<file path="src/hw/rtl/lphs_pkg.sv">
// ----------------------------------------------------------------------------
// lphs_pkg: shared types and constants for the linear-probe hash set
// Holds table geometry, status codes, controller states and the command and
// status bundles that run between the controller and the datapath.
// ----------------------------------------------------------------------------
`default_nettype none

package lphs_pkg;

    // Table geometry (SLOT_COUNT must be a power of two, 16 .. 1048576)
    localparam int SLOT_COUNT = 4096;
    localparam int IDX_W      = $clog2(SLOT_COUNT);
    localparam int KEY_W      = 64;
    localparam int HOME_LSB   = 3;

    // Field widths of the ports
    localparam int COUNT_W = 13;
    localparam int STAT_W  = 3;

    // Internal count must hold SLOT_COUNT itself
    localparam int CNT_W = (IDX_W + 1 > COUNT_W) ? IDX_W + 1 : COUNT_W;

    localparam logic [COUNT_W-1:0] FILL_LIMIT_RESET = COUNT_W'(1875);

    // Request command codes
    localparam logic CMD_INSERT = 1'b0;
    localparam logic CMD_CLEAR  = 1'b1;

    typedef enum logic [STAT_W-1:0] {
        STAT_NEW     = 3'd0,
        STAT_PRESENT = 3'd1,
        STAT_LIMIT   = 3'd2,
        STAT_FULL    = 3'd3,
        STAT_ZERO    = 3'd4,
        STAT_CLEARED = 3'd5
    } status_t;

    typedef enum logic [2:0] {
        ST_INIT,
        ST_IDLE,
        ST_DECIDE,
        ST_READ,
        ST_CHECK,
        ST_CLEAR,
        ST_DONE
    } state_t;

    // Controller to datapath
    typedef struct packed {
        logic    load_item;
        logic    load_home;
        logic    idx_inc;
        logic    probe_clr;
        logic    probe_inc;
        logic    mem_rd;
        logic    mem_wr_key;
        logic    mem_wr_zero;
        logic    cnt_inc;
        logic    cnt_clr;
        logic    set_status;
        status_t status;
        logic    out_load;
    } dp_cmd_t;

    // Datapath to controller
    typedef struct packed {
        logic is_clear;
        logic key_zero;
        logic at_limit;
        logic slot_empty;
        logic slot_match;
        logic probe_last;
        logic idx_last;
        logic out_free;
    } dp_stat_t;

endpackage

`default_nettype wire

</file>
<file path="src/hw/rtl/lphs_ctrl.sv">
// ----------------------------------------------------------------------------
// lphs_ctrl: controller of the linear-probe hash set
// Sequences the reset sweep, the decision on each request, the probe loop,
// the clear sweep and the hand-off to the result register.
// ----------------------------------------------------------------------------
`default_nettype none

module lphs_ctrl (
    input  wire logic               aclk,
    input  wire logic               aresetn,
    input  wire logic               s_valid,
    output logic                    s_ready,
    input  wire lphs_pkg::dp_stat_t stat,
    output lphs_pkg::dp_cmd_t       cmd
);
    import lphs_pkg::*;

    state_t state_reg;
    state_t state_next;

    // State register
    always_ff @(posedge aclk) begin
        if (!aresetn) begin
            state_reg <= ST_INIT;
        end else begin
            state_reg <= state_next;
        end
    end

    // Next state and commands
    always_comb begin
        state_next = state_reg;
        cmd        = '0;
        cmd.status = STAT_NEW;
        s_ready    = 1'b0;
        case (state_reg)
            ST_INIT: begin
                // sweep zeros through every slot after reset
                cmd.mem_wr_zero = 1'b1;
                cmd.idx_inc     = 1'b1;
                if (stat.idx_last) begin
                    state_next = ST_IDLE;
                end
            end
            ST_IDLE: begin
                s_ready = 1'b1;
                if (s_valid) begin
                    cmd.load_item = 1'b1;
                    state_next    = ST_DECIDE;
                end
            end
            ST_DECIDE: begin
                cmd.probe_clr = 1'b1;
                if (stat.is_clear) begin
                    state_next = ST_CLEAR;
                end else if (stat.key_zero) begin
                    cmd.set_status = 1'b1;
                    cmd.status     = STAT_ZERO;
                    state_next     = ST_DONE;
                end else if (stat.at_limit) begin
                    cmd.set_status = 1'b1;
                    cmd.status     = STAT_LIMIT;
                    state_next     = ST_DONE;
                end else begin
                    cmd.load_home = 1'b1;
                    state_next    = ST_READ;
                end
            end
            ST_READ: begin
                cmd.mem_rd = 1'b1;
                state_next = ST_CHECK;
            end
            ST_CHECK: begin
                cmd.set_status = 1'b1;
                if (stat.slot_empty) begin
                    cmd.mem_wr_key = 1'b1;
                    cmd.cnt_inc    = 1'b1;
                    cmd.status     = STAT_NEW;
                    state_next     = ST_DONE;
                end else if (stat.slot_match) begin
                    cmd.status = STAT_PRESENT;
                    state_next = ST_DONE;
                end else if (stat.probe_last) begin
                    cmd.status = STAT_FULL;
                    state_next = ST_DONE;
                end else begin
                    // advance to the next slot with wrap
                    cmd.set_status = 1'b0;
                    cmd.idx_inc    = 1'b1;
                    cmd.probe_inc  = 1'b1;
                    state_next     = ST_READ;
                end
            end
            ST_CLEAR: begin
                // zero every slot once, wrapping from wherever the index stands;
                // the probe counter marks the last slot of the sweep
                cmd.mem_wr_zero = 1'b1;
                cmd.idx_inc     = 1'b1;
                cmd.probe_inc   = 1'b1;
                if (stat.probe_last) begin
                    cmd.cnt_clr    = 1'b1;
                    cmd.set_status = 1'b1;
                    cmd.status     = STAT_CLEARED;
                    state_next     = ST_DONE;
                end
            end
            ST_DONE: begin
                // hold until the result register is free
                if (stat.out_free) begin
                    cmd.out_load = 1'b1;
                    state_next   = ST_IDLE;
                end
            end
            default: begin
                state_next = ST_INIT;
            end
        endcase
    end

    // A request is only taken when no earlier one is in flight
    a_accept_idle: assert property (@(posedge aclk) disable iff (!aresetn)
        (s_valid && s_ready) |=> (state_reg == ST_DECIDE))
        else $error("accepted request did not move to decide");

    // Memory writes and reads never share a cycle
    a_port_excl: assert property (@(posedge aclk) disable iff (!aresetn)
        cmd.mem_rd |-> !(cmd.mem_wr_key || cmd.mem_wr_zero))
        else $error("read and write on the slot port together");

    // Every probe read is followed by its check
    a_read_check: assert property (@(posedge aclk) disable iff (!aresetn)
        cmd.mem_rd |=> (state_reg == ST_CHECK))
        else $error("probe read without check");

endmodule

`default_nettype wire

</file>
<file path="config.mk">
export PLATFORM = sky130hd
export DESIGN_NAME = lphs_ctrl
export DESIGN_NICKNAME = d
export VERILOG_FILES = /design/src/hw/rtl/lphs_pkg.sv /design/src/hw/rtl/lphs_ctrl.sv
export SDC_FILE = /design/constraint.sdc
export NUM_CORES = 1
export LEC_CHECK = 0
export BUFFER_PORTS_ARGS = -buffer_cell sky130_fd_sc_hd__buf_2
export CORE_AREA = 2 2 39 41
export DETAILED_ROUTE_END_ITERATION = 10
export DIE_AREA = 0 0 41 43
export PLACE_DENSITY_LB_ADDON = 0.3
export SLEW_MARGIN = 20
export SYNTH_ARGS = -nofsm -noshare
export SYNTH_HDL_FRONTEND = slang
export SYNTH_SLANG_ARGS = --single-unit
export TNS_END_PERCENT = 100
</file>
<file path="constraint.sdc">
create_clock -name aclk -period 1.7 [get_ports aclk]
set_clock_uncertainty 0.15 [all_clocks]
set_input_delay 0.34 -clock aclk [delete_from_list [all_inputs] [get_ports aclk]]
set_output_delay 0.34 -clock aclk [all_outputs]
set_load 0.01 [all_outputs]
</file>
# Word-level counts from Yosys, hierarchy flattened
# Cells that the tools add are included.
[word_totals] regBits=3 output_inout_bits=16
[op_classes] eq_ne=10 reduce_logical=3 n_mux=42
[ops] op="$mux W3" n=10
[ops] op="$mux W1" n=21
[ops] op="$pmux W3 S7" n=1
[ops] op="$mux W4" n=3
[ops] op="$pmux W4 S3" n=1
[ops] op="$eq A3 B3 Y1 const B" n=3
[ops] op="$ne A2 B2 Y1 const B" n=4
[ops] op="$eq A3 B2 Y1 const B" n=2
[ops] op="$mux W2" n=3
[ops] op="$mux W5" n=1
[ops] op="$pmux W1 S2" n=2
[ops] op="$reduce_and A4 Y1" n=1
[ops] op="$eq A3 B1 Y1 const B" n=1
[ops] op="$logic_not A3 Y1" n=1
[ops] op="$reduce_or A2 Y1" n=1

# Depth between registers and ports, before layout
[depth] ltp_word=4 depth_mapped=5 ltp_nobuf=4

# Least setup slack after synthesis
# OpenSTA, ideal clock, no wires.
[synth_path] path_type="register to output" startpoint="reg state_reg[2]" endpoint="out cmd[8] in the netlist's numbering" setup_slack_ns=-0.128 required_ns=1.210 t_arrival_ns=1.338 path_buffers=2 stages_incl_launch_ff=5 path_cell_list="dfxtp_1 -> clkbuf_1 -> nand2_1 -> nor3b_1 -> buf_4"
[synth_lines] element="start: declaration" line_no="lphs_ctrl.sv:18" text="state_t state_reg;"
[synth_lines] element="start signal: assignment" line_no="lphs_ctrl.sv:26" text="state_reg <= state_next;"
[synth_lines] element="end: declaration" line_no="lphs_ctrl.sv:14" text="output lphs_pkg::dp_cmd_t cmd"

==> impl.org <==
** Routing
- For this block, the initial DRC count from the detailed router was 5.
- Total vias in the final route :: 546
- Final antenna-violating net count :: 0
- Number of optimization iterations in the first detailed-route pass :: 4
- Residual DRC :: 0
- The routed design has 1.14 mm of wire.
- Post-DR wirelength/cell :: 10.4 um
- Via density per instance :: 4.96

** Clock tree
- Max Buffers Root-to-Sink :: 2
- Clock latency reported for the late side of the worst-skew pair :: 230 ps
- Clock tree synthesis selected as its root buffer the cell clkbuf_4.
- The tree built by TritonCTS fans out to 3 sinks.
- In this run, CTS created clock tree buffers numbering 3.
- Clock-pin slew was measured on the worst setup and hold paths at 40 ps.
- CTS built an H-tree with a depth of 1.
- TritonCTS clock tree :: done

** Worst setup path
- CP Launch Type :: flop
- Critical path, cell by cell :: or4b_4 -> o21ai_2 -> buf_2
- The slowest stage of the critical path belongs to the cell or4b_4.
- Along the worst path, the maximum fanout reaches 3.
- At the worst endpoint, the required time is 1210 ps.
- The critical path is of the flop to output port type.
- Critical Path End Type :: output port
- Launching instance or port of the critical path :: state_reg[2]$_SDFFE_PN0P_
- Worst reg2reg setup slack :: 180 ps
- Startpoint of the most critical register-to-register path :: state_reg[0]$_SDFFE_PN0P_
- On the worst path, the slowest cell contributes a delay of 550 ps.
- At the worst endpoint, the arrival time is 1360 ps.

** Timing
- Number of slew-limit violations in the final report :: 0
- Based on the critical path, the design can be clocked at up to 541 MHz.
- The count of final hold-check violations came to 0.
- Measured against its own limit, the worst slew margin works out to 79.5%.
- Minimum period implied by the final worst setup slack :: 1850 ps
- Setup repair after global routing missed its margin :: true
- Setup violations remaining at the end of the flow were counted as 8.
- Transition time of the tightest slew-check pin :: 303 ps
- In the post-route analysis, the smallest setup slack over all paths is -149 ps.
- Final critical-path share of the clock period :: 109%
- Final hold analysis gives a worst-case slack of 216 ps.

** Synthesis
- Netlist area before placement :: 405 sq um
- Summing the sequential cell areas from Yosys gives 14.8% of the chip area.
- Synthesis produced a netlist with a net count of 70.
- Mean area per synthesized cell :: 6.87 sq um
- Count of yosys warnings during synthesis :: 0
- After synthesis, the netlist uses 30 different library cells.
- The cell count after synthesis came out at 59.
- Seq cells post-synth :: 3

** Power and ir drop
- Summed over all nets, the switching power comes to 359 uW.
- For this design the ratio of total power to cell area is 1150 nW/um^2.
- VDD sags by at most 0.000564 V.
- Sw Ratio :: 44.5%
- The internal power of the cells totals 447 uW.
- The design draws 805 uW.
- For this design the static power due to leakage is 0.339 nW.
- Share of total power in the clock network :: 15.4%
- Sequential Power Share :: 14.5%
- Part of the total power dissipated in combinational logic :: 70.1%

** Place
- The HPWL after detailed placement is 900 um.
- PortBufs :: 26
- Weighted congestion at the end of routability-driven global placement :: 0.739
- Minimum setup slack after placement :: -101 ps

** GRT
- For this run, global-route usage on met1 was measured as 17.3%.
- Summed over all layers, the global routing overflow is 0.
- Largest net degree at the start of global routing :: 17
- Number of global-route vias before repair :: 489
- Global-route track usage on met2 :: 24.7%
- Grt peak-use layer :: met2
- Routing usage on met3 :: 1.57%
- The first global-routing pass estimated 1.84 mm of wire.
- GRT Util Overall :: 14.8%
- The number of antenna violations at the first check in global routing was 0.

** Floorplanning
- Initial Util :: 29.3%
- The total area inside the core boundary comes to 1380 sq um.
- During I/O placement, the number of pins put on the boundary was 27.
- The die is 41 um wide.
- The die covers 1760 sq um.
- Die Y-Extent :: 43 um
- After floorplanning, the core was divided into 14 placement rows.

** Layout
- At the end of the flow, the number of nets in the layout was 106.
- Leading cell types in the layout, fill and taps excluded :: buf_2, buf_4, nor2_1, nand2_1, and2_1
- Area Overhead vs Synth :: 72.2%
- Largest register FFs :: 3
- Sequential cell area in the final layout :: 62.6 sq um
- Share of cells above drive strength 1 :: 58.5%
- After filler insertion, the fill cell instance count of the layout stands at 142.
- Fraction of the core area covered by cells at the end of the flow :: 50.5%
- Antenna diode instance count :: 0
- Most frequent standard cell in the layout excluding fill and tap cells :: buf_2
- Summing all multi-input logic gate instances after layout gives 388 sq um.

** Outcome
- Violations in the final reports :: setup timing
- The run finished, with violations left.

** Min path
- Hold path startpoint :: aresetn
- The tightest min-delay check is of the primary input to flop type.

** Job
- Across the run, the number of max-cap violations was 0.
==> power groups by stage <==
| stage | combinational (mW) | sequential (mW) | clock (mW) |
|---|---|---|---|
| floorplan | 0.311 | 0.119 | 0 |
| CTS | 0.543 | 0.112 | 0.133 |
| global route | 0.628 | 0.121 | 0.147 |
| detailed placement | 0.502 | 0.112 | 0 |
| finish | 0.565 | 0.117 | 0.124 |
| global placement | 0.501 | 0.112 | 0 |
==> cells in the mapped netlist <==
master | count | area share [%]
clkbuf_1 | 2 | 1.9
nor2b_1 | 2 | 3.1
dfxtp_1 | 3 | 15
a21oi_1 | 3 | 3.7
inv_1 | 1 | 0.93
nor3_1 | 4 | 4.9
and2b_1 | 1 | 1.9
nand2b_1 | 2 | 3.1
a21o_1 | 1 | 1.9
o22ai_1 | 1 | 1.5
a211oi_2 | 1 | 3.1
and2_1 | 4 | 6.2
o41ai_1 | 2 | 4.3
buf_2 | 1 | 1.2
o21ai_0 | 4 | 4.9
buf_4 | 1 | 1.9
nor2_1 | 7 | 6.5
nor4bb_1 | 1 | 2.5
o21ai_1 | 1 | 1.2
and3_1 | 1 | 1.5
or3_4 | 1 | 2.8
or2b_1 | 1 | 1.9
mux2i_1 | 1 | 2.5
or4b_1 | 1 | 2.5
nand3b_1 | 1 | 1.9
o311ai_1 | 2 | 4.3
nor3b_1 | 1 | 1.9
and4bb_1 | 1 | 3.1
nand2_1 | 5 | 4.6
a211oi_1 | 2 | 3.7
==> kinds of logic (layout without fill, tap and decap cells) <==
group                  count (synthesis)  after routing  synth area share, %
and+or+nand+nor                       33             33                 48.2
AOI/OAI and AO/OA                     17             17                 28.7
buffers and inverters                  5             40                 5.86
DFF                                    3              3                 14.8
muxes                                  1              1                 2.47
==> path summary, 6_finish.rpt <==
| check | endpoint | cells past startpoint |
|---|---|---|
| setup / recovery | cmd[4] | 3 |
| setup reg to reg | state_reg[0]$_SDFFE_PN0P_ | 5 |
| hold reg to reg | state_reg[0]$_SDFFE_PN0P_ | 3 |
| hold / removal | state_reg[2]$_SDFFE_PN0P_ | 2 |
==> worst max-delay path, delay by kind of cell, from the launching register on <==
kind | cells | cell delay (ps)
AO/OA/AOI/OAI | 1 | 130
buffers and inverters | 1 | 140
flip-flops | 1 | 310
AND/OR/NAND/NOR | 1 | 550
==> through the flow <==
step | instance area, sq um | TNS [ps] | std cells
after detailed placement | 608 | -236 | 105
final | 698 | -513 | 110
after floorplan | 418 | -36.3 | 59
after global routing | 698 | -1480 | 110
after global placement | 608 | -190 | 105
after CTS | 677 | -764 | 110
==> per-layer routing <==
layer / share of wire (%) / vias to the layer above
li1: - / 291
met1: 44 / 239
met2: 49 / 16
met3: 6.6 / 0
met4: 0 / 0
met5: 0 / -
==> layout make-up <==
type / count / share of cell area [%]
Tap cell: 16 / 2.87
Clock buffer: 4 / 3.76
Multi-Input combinational cell: 51 / 55.6
Timing Repair Buffer: 35 / 28.3
Sequential cell: 3 / 8.96
Inverter: 1 / 0.538
==> timing repair <==
| action | CTS | global route |
|---|---|---|
| pin swaps | 3 | 0 |
| setup buffers | 1 | 0 |
| hold buffers | 0 | 0 |
| gates resized for setup | 9 | 7 |
| setup endpoints to repair | 10 | 14 |
Note: power is estimated with default switching activity, not from simulation.
